[src/hw/rtl/c2dvc_pkg.sv]
`timescale 1ns / 1ps
// Shared types and constants for the 2D valid correlation block.
// Depends on nothing; imported by every module of the block.
package c2dvc_pkg;

   localparam int SAMPLE_W        = 16;
   localparam int PRODUCT_W       = 32;
   localparam int RESULT_W        = 40;
   localparam int CSR_INDEX_W     = 3;
   localparam int CSR_DATA_W      = 11;
   localparam int MAX_SOURCE_ROWS = 1024;

   // register indexes
   localparam logic [CSR_INDEX_W-1:0] CSR_KERNEL_ROWS    = 3'd0;
   localparam logic [CSR_INDEX_W-1:0] CSR_KERNEL_COLS    = 3'd1;
   localparam logic [CSR_INDEX_W-1:0] CSR_SOURCE_ROWS    = 3'd2;
   localparam logic [CSR_INDEX_W-1:0] CSR_SOURCE_COLS    = 3'd3;
   localparam logic [CSR_INDEX_W-1:0] CSR_REVERSE_KERNEL = 3'd4;

   // register reset values
   localparam logic [3:0]  RST_KERNEL_ROWS = 4'd3;
   localparam logic [3:0]  RST_KERNEL_COLS = 4'd3;
   localparam logic [10:0] RST_SOURCE_ROWS = 11'd128;
   localparam logic [7:0]  RST_SOURCE_COLS = 8'd128;

   // request operation codes
   localparam logic OP_LOAD_COEFF = 1'b0;
   localparam logic OP_SAMPLE     = 1'b1;

   typedef struct packed {
      logic                       operation;
      logic signed [SAMPLE_W-1:0] sample_value;
   } c2dvc_req_type;

   typedef struct packed {
      logic signed [RESULT_W-1:0] result_value;
      logic                       last_result;
   } c2dvc_rsp_type;

   // sequencer to store/MAC command group
   typedef struct packed {
      logic kernel_we;
      logic line_we;
      logic read_en;
      logic read_first;
      logic read_last;
      logic result_load;
      logic result_last;
   } c2dvc_cmd_type;

   typedef enum logic [1:0] {
      ST_IDLE,
      ST_ISSUE,
      ST_DRAIN,
      ST_HOLD
   } c2dvc_state_type;

endpackage

[src/hw/rtl/c2dvc_ctrl.sv]
`timescale 1ns / 1ps
// Configuration registers, frame counters and window sequencer.
// Depends on c2dvc_pkg; commands c2dvc_store.
module c2dvc_ctrl
   import c2dvc_pkg::*;
#(
   parameter int MAX_KERNEL_ROWS = 8,
   parameter int MAX_KERNEL_COLS = 8,
   parameter int MAX_SOURCE_COLS = 128
) (
   input  logic                                 clock,
   input  logic                                 reset,
   input  logic                                 csr_we,
   input  logic [CSR_INDEX_W-1:0]               csr_index,
   input  logic [CSR_DATA_W-1:0]                csr_wdata,
   input  logic                                 req_valid,
   output logic                                 req_ready,
   input  logic                                 req_operation,
   output logic                                 rsp_valid,
   input  logic                                 rsp_ready,
   input  logic                                 acc_done,
   output c2dvc_cmd_type                        cmd,
   output logic [((MAX_KERNEL_ROWS*MAX_KERNEL_COLS > 1) ?
                  $clog2(MAX_KERNEL_ROWS*MAX_KERNEL_COLS) : 1)-1:0] kernel_waddr,
   output logic [((MAX_KERNEL_ROWS*MAX_KERNEL_COLS > 1) ?
                  $clog2(MAX_KERNEL_ROWS*MAX_KERNEL_COLS) : 1)-1:0] kernel_raddr,
   output logic [$clog2(MAX_KERNEL_ROWS*MAX_SOURCE_COLS)-1:0]      line_waddr,
   output logic [$clog2(MAX_KERNEL_ROWS*MAX_SOURCE_COLS)-1:0]      line_raddr
);

   localparam int KDEPTH = MAX_KERNEL_ROWS * MAX_KERNEL_COLS;
   localparam int LDEPTH = MAX_KERNEL_ROWS * MAX_SOURCE_COLS;
   localparam int KIW    = (KDEPTH > 1) ? $clog2(KDEPTH) : 1;
   localparam int KSW    = $clog2(KDEPTH + 1);
   localparam int LAW    = $clog2(LDEPTH);
   localparam int KRW    = $clog2(MAX_KERNEL_ROWS + 1);
   localparam int KCW    = $clog2(MAX_KERNEL_COLS + 1);
   localparam int SCW    = $clog2(MAX_SOURCE_COLS + 1);
   localparam int CW     = $clog2(MAX_SOURCE_COLS);
   localparam int LRW    = (MAX_KERNEL_ROWS > 1) ? $clog2(MAX_KERNEL_ROWS) : 1;
   localparam int LAST_BASE = (MAX_KERNEL_ROWS - 1) * MAX_SOURCE_COLS;

   logic [3:0]      kernel_rows_ff, kernel_rows_in;
   logic [3:0]      kernel_cols_ff, kernel_cols_in;
   logic [10:0]     source_rows_ff, source_rows_in;
   logic [7:0]      source_cols_ff, source_cols_in;
   logic            reverse_ff, reverse_in;

   c2dvc_state_type state_ff, state_in;
   logic [KIW-1:0]  kwi_ff, kwi_in;
   logic [9:0]      row_ff, row_in;
   logic [CW-1:0]   col_ff, col_in;
   logic [LRW-1:0]  lrow_ff, lrow_in;
   logic [LAW-1:0]  base_ff, base_in;
   logic [CW-1:0]   left_ff, left_in;
   logic [KCW-1:0]  kcol_ff, kcol_in;
   logic [KIW-1:0]  ki_ff, ki_in;
   logic            last_ff, last_in;
   logic            rsp_valid_ff, rsp_valid_in;

   logic [KRW-1:0]  kr_c;
   logic [KCW-1:0]  kc_c;
   logic [10:0]     sr_c;
   logic [SCW-1:0]  sc_c;
   logic [KSW-1:0]  ksize;

   // clamp the registers to their usable ranges
   always_comb begin
      if (kernel_rows_ff == 4'd0) kr_c = KRW'(1);
      else if (32'(kernel_rows_ff) > MAX_KERNEL_ROWS) kr_c = KRW'(MAX_KERNEL_ROWS);
      else kr_c = KRW'(kernel_rows_ff);

      if (kernel_cols_ff == 4'd0) kc_c = KCW'(1);
      else if (32'(kernel_cols_ff) > MAX_KERNEL_COLS) kc_c = KCW'(MAX_KERNEL_COLS);
      else kc_c = KCW'(kernel_cols_ff);

      if (source_rows_ff == 11'd0) sr_c = 11'd1;
      else if (32'(source_rows_ff) > MAX_SOURCE_ROWS) sr_c = 11'(MAX_SOURCE_ROWS);
      else sr_c = source_rows_ff;

      if (source_cols_ff == 8'd0) sc_c = SCW'(1);
      else if (32'(source_cols_ff) > MAX_SOURCE_COLS) sc_c = SCW'(MAX_SOURCE_COLS);
      else sc_c = SCW'(source_cols_ff);

      ksize = KSW'(32'(kr_c) * 32'(kc_c));
   end

   always_ff @(posedge clock) begin
      if (reset) begin
         kernel_rows_ff <= RST_KERNEL_ROWS;
         kernel_cols_ff <= RST_KERNEL_COLS;
         source_rows_ff <= RST_SOURCE_ROWS;
         source_cols_ff <= RST_SOURCE_COLS;
         reverse_ff     <= 1'b0;
         state_ff       <= ST_IDLE;
         kwi_ff         <= '0;
         row_ff         <= '0;
         col_ff         <= '0;
         lrow_ff        <= '0;
         rsp_valid_ff   <= 1'b0;
      end else begin
         kernel_rows_ff <= kernel_rows_in;
         kernel_cols_ff <= kernel_cols_in;
         source_rows_ff <= source_rows_in;
         source_cols_ff <= source_cols_in;
         reverse_ff     <= reverse_in;
         state_ff       <= state_in;
         kwi_ff         <= kwi_in;
         row_ff         <= row_in;
         col_ff         <= col_in;
         lrow_ff        <= lrow_in;
         rsp_valid_ff   <= rsp_valid_in;
      end
   end

   // window sequencing registers
   always_ff @(posedge clock) begin
      base_ff <= base_in;
      left_ff <= left_in;
      kcol_ff <= kcol_in;
      ki_ff   <= ki_in;
      last_ff <= last_in;
   end

   always_comb begin
      logic [KIW-1:0] kidx;
      logic [KSW-1:0] knext;
      logic [KSW-1:0] kread;
      logic           oor;
      logic [9:0]     row;
      logic [CW-1:0]  col;
      logic [LRW-1:0] lrow;
      logic           window;
      logic           frame_last;
      logic           out_free;
      int             top;

      kernel_rows_in = kernel_rows_ff;
      kernel_cols_in = kernel_cols_ff;
      source_rows_in = source_rows_ff;
      source_cols_in = source_cols_ff;
      reverse_in     = reverse_ff;
      state_in       = state_ff;
      kwi_in         = kwi_ff;
      row_in         = row_ff;
      col_in         = col_ff;
      lrow_in        = lrow_ff;
      base_in        = base_ff;
      left_in        = left_ff;
      kcol_in        = kcol_ff;
      ki_in          = ki_ff;
      last_in        = last_ff;
      cmd            = '0;
      req_ready      = 1'b0;
      out_free       = !rsp_valid_ff || rsp_ready;
      rsp_valid_in   = rsp_valid_ff && !rsp_ready;

      // coefficient write slot
      kidx  = (KSW'(kwi_ff) >= ksize) ? '0 : kwi_ff;
      knext = KSW'(kidx) + KSW'(1);
      kernel_waddr = kidx;

      // sample position, restarted when the counters fall outside the frame
      oor  = (32'(row_ff) >= 32'(sr_c)) || (32'(col_ff) >= 32'(sc_c));
      row  = oor ? '0 : row_ff;
      col  = oor ? '0 : col_ff;
      lrow = oor ? '0 : lrow_ff;
      line_waddr = LAW'(32'(lrow) * MAX_SOURCE_COLS + 32'(col));
      window = (32'(kr_c) <= 32'(sr_c)) && (32'(kc_c) <= 32'(sc_c)) &&
               (32'(row) + 1 >= 32'(kr_c)) && (32'(col) + 1 >= 32'(kc_c));
      frame_last = (32'(row) + 1 == 32'(sr_c)) && (32'(col) + 1 == 32'(sc_c));
      top = int'(lrow) - int'(kr_c) + 1;
      if (top < 0) begin
         top = top + MAX_KERNEL_ROWS;
      end

      // read addresses for the current tap
      kread = reverse_ff ? (ksize - KSW'(1) - KSW'(ki_ff)) : KSW'(ki_ff);
      kernel_raddr = KIW'(kread);
      line_raddr   = base_ff + LAW'(left_ff) + LAW'(kcol_ff);

      unique case (state_ff)
         ST_IDLE: begin
            req_ready = 1'b1;
            if (req_valid) begin
               if (req_operation == OP_LOAD_COEFF) begin
                  cmd.kernel_we = 1'b1;
                  kwi_in = (knext >= ksize) ? '0 : KIW'(knext);
               end else begin
                  cmd.line_we = 1'b1;
                  // advance the frame position
                  if (32'(col) + 1 >= 32'(sc_c)) begin
                     col_in = '0;
                     if (32'(row) + 1 >= 32'(sr_c)) begin
                        row_in  = '0;
                        lrow_in = '0;
                     end else begin
                        row_in  = row + 10'd1;
                        lrow_in = (32'(lrow) == MAX_KERNEL_ROWS - 1) ? '0 : lrow + LRW'(1);
                     end
                  end else begin
                     col_in  = col + CW'(1);
                     row_in  = row;
                     lrow_in = lrow;
                  end
                  if (window) begin
                     base_in  = LAW'(top * MAX_SOURCE_COLS);
                     left_in  = CW'(32'(col) + 1 - 32'(kc_c));
                     kcol_in  = '0;
                     ki_in    = '0;
                     last_in  = frame_last;
                     state_in = ST_ISSUE;
                  end
               end
            end
         end
         ST_ISSUE: begin
            cmd.read_en    = 1'b1;
            cmd.read_first = (ki_ff == '0);
            cmd.read_last  = (KSW'(ki_ff) == ksize - KSW'(1));
            ki_in = ki_ff + KIW'(1);
            if (32'(kcol_ff) + 1 >= 32'(kc_c)) begin
               kcol_in = '0;
               base_in = (32'(base_ff) == LAST_BASE) ? '0 : base_ff + LAW'(MAX_SOURCE_COLS);
            end else begin
               kcol_in = kcol_ff + KCW'(1);
            end
            if (cmd.read_last) begin
               state_in = ST_DRAIN;
            end
         end
         ST_DRAIN: begin
            if (acc_done) begin
               if (out_free) begin
                  cmd.result_load = 1'b1;
                  cmd.result_last = last_ff;
                  rsp_valid_in    = 1'b1;
                  state_in        = ST_IDLE;
               end else begin
                  state_in = ST_HOLD;
               end
            end
         end
         ST_HOLD: begin
            if (out_free) begin
               cmd.result_load = 1'b1;
               cmd.result_last = last_ff;
               rsp_valid_in    = 1'b1;
               state_in        = ST_IDLE;
            end
         end
         default: begin
            state_in = ST_IDLE;
         end
      endcase

      // any register write restarts the frame and the kernel load
      if (csr_we) begin
         unique case (csr_index)
            CSR_KERNEL_ROWS:    kernel_rows_in = csr_wdata[3:0];
            CSR_KERNEL_COLS:    kernel_cols_in = csr_wdata[3:0];
            CSR_SOURCE_ROWS:    source_rows_in = csr_wdata;
            CSR_SOURCE_COLS:    source_cols_in = csr_wdata[7:0];
            CSR_REVERSE_KERNEL: reverse_in     = csr_wdata[0];
            default: begin
            end
         endcase
         kwi_in  = '0;
         row_in  = '0;
         col_in  = '0;
         lrow_in = '0;
      end
   end

   assign rsp_valid = rsp_valid_ff;

endmodule

[config.mk]
export PLATFORM = sky130hd
export DESIGN_NAME = c2dvc_ctrl
export DESIGN_NICKNAME = d
export VERILOG_FILES = /design/src/hw/rtl/c2dvc_pkg.sv /design/src/hw/rtl/c2dvc_ctrl.sv
export SDC_FILE = /design/constraint.sdc
export NUM_CORES = 1
export LEC_CHECK = 0
export ABC_AREA = 1
export ABC_CLOCK_PERIOD_IN_PS = 6980
export BUFFER_PORTS_ARGS = -buffer_cell sky130_fd_sc_hd__buf_2
export CORE_ASPECT_RATIO = 1.1
export CORE_UTILIZATION = 55
export CTS_CLUSTER_DIAMETER = 150
export DETAILED_ROUTE_END_ITERATION = 7
export PLACE_DENSITY = 0.8
export REMOVE_ABC_BUFFERS = 1
export SETUP_SLACK_MARGIN = 0.05
export SLEW_MARGIN = 20
export SYNTH_ARGS = -nofsm -noshare
export SYNTH_HDL_FRONTEND = slang
export SYNTH_SLANG_ARGS = --single-unit
[constraint.sdc]
create_clock -name clock -period 6.98 [get_ports clock]
set_input_delay 0.698 -clock clock [delete_from_list [all_inputs] [get_ports clock]]
set_output_delay 0.698 -clock clock [all_outputs]
set_load 0.02 [all_outputs]
==> results by group <==
Global route
  – Total gr overflow: 0
  – Tot GR Track Use: 26.7%
  – Wire length of the first global-routing pass: 27.5 mm
  – Largest net degree at the start of global routing: 30
  – Initial antenna violation count: 0
  – Vias in the first global route: 5809

Worst setup path
  – Crit path launch type: flop
  – Critical Path End Type: flop
  – Arrival @ worst endpoint: 6.42 ns
  – FF-to-FF path depth: 26
  – Critical path type: reg -> reg
  – CP Data Required Time: 7.24 ns
  – CP max FO: 7

Logic synthesis
  – Register bit count reported by yosys: 78
  – Syn Std Cell Area: 7030 sq um
  – Asr flop ratio synth: 0%
  – Adder-Cell Fraction of Synth Area: 20.3%
  – Synth Area in Compound Gates: 13.3%
  – Xor and xnor area share after synthesis: 4.11%
  – Synth area leader: ha_1
  – Main combinational cell family by area after synthesis: simple AND/OR/NAND/NOR gates
  – Mean cell area of the mapped netlist: 7.24 sq um
  – Post-Synth Simple-Gate Area: 27.8%
  – Synth cell count leaders: nand2_1 (191), inv_1 (154), nor2_1 (114)
  – Synth Instances: 971
  – Top post-synthesis cells by area: ha_1 (18%), dfxtp_1 (16%), nand2_1 (10%)
  – Post-synth EDFFs: 21
  – Synth top area share: 18.0%
  – Unique masters post-synth: 50
  – Synthesis Warnings: 0
  – Post-synth top flop: dfxtp_1
  – Most frequent cell after synthesis: nand2_1
  – Mux share of post-synthesis cell area: 0%
  – Seq/Total Area, Yosys: 25.2%

Clock network
  – CTS tree: done
  – TritonCTS Sinks: 78
  – Cts hold-fix bufs: 0
  – CTS root buf: clkbuf_16
  – Clock latency on the worst-skew pair: 0.34 ns
  – CTS Buf Count: 9
  – Clk buf depth: 2
  – Post-CTS Setup Bufs: 0
  – Post-cts gate resize count: 0
  – Clk slew on worst S/H paths: 0.06 ns
  – H-tree depth: 3

STA
  – Rel. slew slack: 39.2%
  – Worst Max-Slew Pin Slew: 0.910 ns
  – Final Cycle Share: 88.3%
  – Peak Freq: 162 MHz
  – Setup TNS: 0 ns
  – Setup ws final: 0.818 ns
  – Clk_skew: 0.0103 ns
  – RSZ-0062 raised after global routing: false
  – Fin. max-slew vios: 0
  – Min Tclk post-route: 6.16 ns
  – Final count of hold timing violations: 0
  – Setup-failing EPs final: 0

Drt
  – Final ANT Viol Nets: 0
  – DR vias: 6453
  – WL/cell: 14.2 um
  – Via density: 5.43
  – Routed WL: 16.8 mm
  – DRC viols: 0
  – Iter 0 DRT Violations: 439
  – Drt first pass iters: 6

Placement
  – Worst slack, placed: 0.866 ns
  – DP Area: 7470 sq um
  – GP Congestion: 0.880
  – IO buf count: 61
  – Placed instance count: 1172
  – Hpwl dp: 13.3 mm

Floorplanning
  – Num rows: 42
  – Core ar.: 12200 sq um
  – DIE AREA: 13200 sq um
  – Die X: 110 um
  – Die Ht: 121 um
  – I/O pins: 62
  – Initial Util: 57.4%

Min path
  – Hold Path Stages: 2
  – Hold Crit Class: reg -> reg

Power
  – P_sw: 599 uW
  – Pwr dens: 201 nW/um^2
  – Maximum VDD drop: 0.124 mV
  – Clock power share: 30.8%
  – Share of total power in sequential cells: 33.6%
  – Leakage: 3.89 nW
  – Comb pwr share: 35.6%
  – P_int: 966 uW
  – Sw frac: 38.3%

Cells and area
  – Final Util: 63.4%
  – Antenna cells: 0
  – Nets: 1159
  – Non-Filler Instances: 1188
  – Fillers: 1105
  – Share of cells above drive strength 1: 12.4%
  – Post-route cell area: 7760 sq um
  – P&R area growth vs syn: 10.4%

Flow run
  – Max capacitance violation total: 0

Run status
  – Status: complete, no violations
placed cells by master, fill, tap and decap left out, types with 4 or more instances in the layout:
cell type and n:
a21oi_1 71, a221oi_1 4, buf_2 61, clkbuf_16 9, dfxtp_1 57, edfxtp_1 21, fa_1 8, ha_1 101
inv_1 154, nand2_1 191, nand2_2 12, nand3_1 29, nand3_2 5, nand3b_1 4, nand4_1 10, nor2_1 114
nor2_2 5, nor2_4 9, nor3_1 10, nor4_1 5, o21a_1 5, o21ai_0 64, xnor2_1 11, xor2_1 22
power by group through the flow:
stage          Combinational [mW]  Sequential [mW]  Clock (mW)
2_1_floorplan               0.415            0.529           0
3_3_place_gp                0.541            0.535           0
3_5_place_dp                0.553            0.536           0
4_1_cts                     0.558            0.526       0.487
5_1_grt                     0.626            0.529       0.507
6_report                    0.557            0.526       0.482
state kept, by name (all words and copies together), names as in the netlist:
name            flops
lrow_ff             3
kernel_rows_ff      4
rsp_valid           1
state_ff            2
source_cols_ff      8
row_ff             10
base_ff             3
kcol_ff             4
kernel_cols_ff      4
last_ff             1
left_ff             7
col_ff              7
source_rows_ff     11
reverse_ff          1
ki_ff               6
kwi_ff              6
through the flow:
stage | hold WS (ns) | power [mW]
6_report | 0.466 | 1.56
2_1_floorplan | 0.445 | 0.944
3_5_place_dp | 0.455 | 1.09
3_3_place_gp | 0.452 | 1.08
5_1_grt | 0.500 | 1.66
4_1_cts | 0.465 | 1.57
critical path, cell delays in order (launching register included):
cell and delay [ns]:
dfxtp_1 0.34, inv_1 0.19, o21a_1 0.23, inv_1 0.11
nor2_1 0.14, fa_1 0.47, fa_1 0.56, inv_1 0.07
fa_1 0.45, xor2_1 0.38, ha_1 0.31, nand3_1 0.08
nand3b_1 0.07, nand2_1 0.11, inv_1 0.10, nor2_1 0.21
ha_1 0.29, ha_1 0.27, a21boi_0 0.12, o21a_1 0.17
o21a_1 0.16, o21a_1 0.15, o21ai_0 0.13, nand2_1 0.06
a211oi_1 0.57, o21ai_0 0.18, a21oi_1 0.15
layer usage:
metal | GRT usage [%] | vias to the layer above | part of all wire [%] | routed length, um
met4 | 10.8 | 0 | 3.0 | 500
li1 | - | 3298 | - | -
met1 | 35.0 | 2911 | 45 | 7540
met5 | 0 | - | 0 | 0
met2 | 44.2 | 202 | 47 | 7890
met3 | 3.34 | 42 | 5.4 | 914
cell families (layout without fill, tap and decap cells):
kind of cell               Yosys count  count (layout)
DFF                                 78              78
AOI/OAI and AO/OA                  168             168
adders and majority gates          109             109
buffers and inverters              173             236
and+or+nand+nor                    410             410
xor gates and xnor gates            33              33
final timing paths:
kind / startpoint / endpoint / slack, ns
setup / recovery: kernel_rows_ff[3] / kwi_ff[0] / 0.82
setup reg to reg: kernel_rows_ff[3] / kwi_ff[0] / 0.82
hold reg to reg: lrow_ff[0] / lrow_ff[0] / 0.47
hold / removal: lrow_ff[0] / lrow_ff[0] / 0.47
cell type report:
| type | instances | area (sq um) | area share, % |
|---|---|---|---|
| clock inverter | 7 | 72.6 | 0.935 |
| tap | 154 | 193 | 2.48 |
| multi-input combinational | 720 | 4600 | 59.2 |
| timing repair buffer | 61 | 305 | 3.93 |
| clock buffer | 9 | 225 | 2.90 |
| inverter | 159 | 598 | 7.70 |
| sequential | 78 | 1770 | 22.8 |
Power figures use the tool's default switching activity.
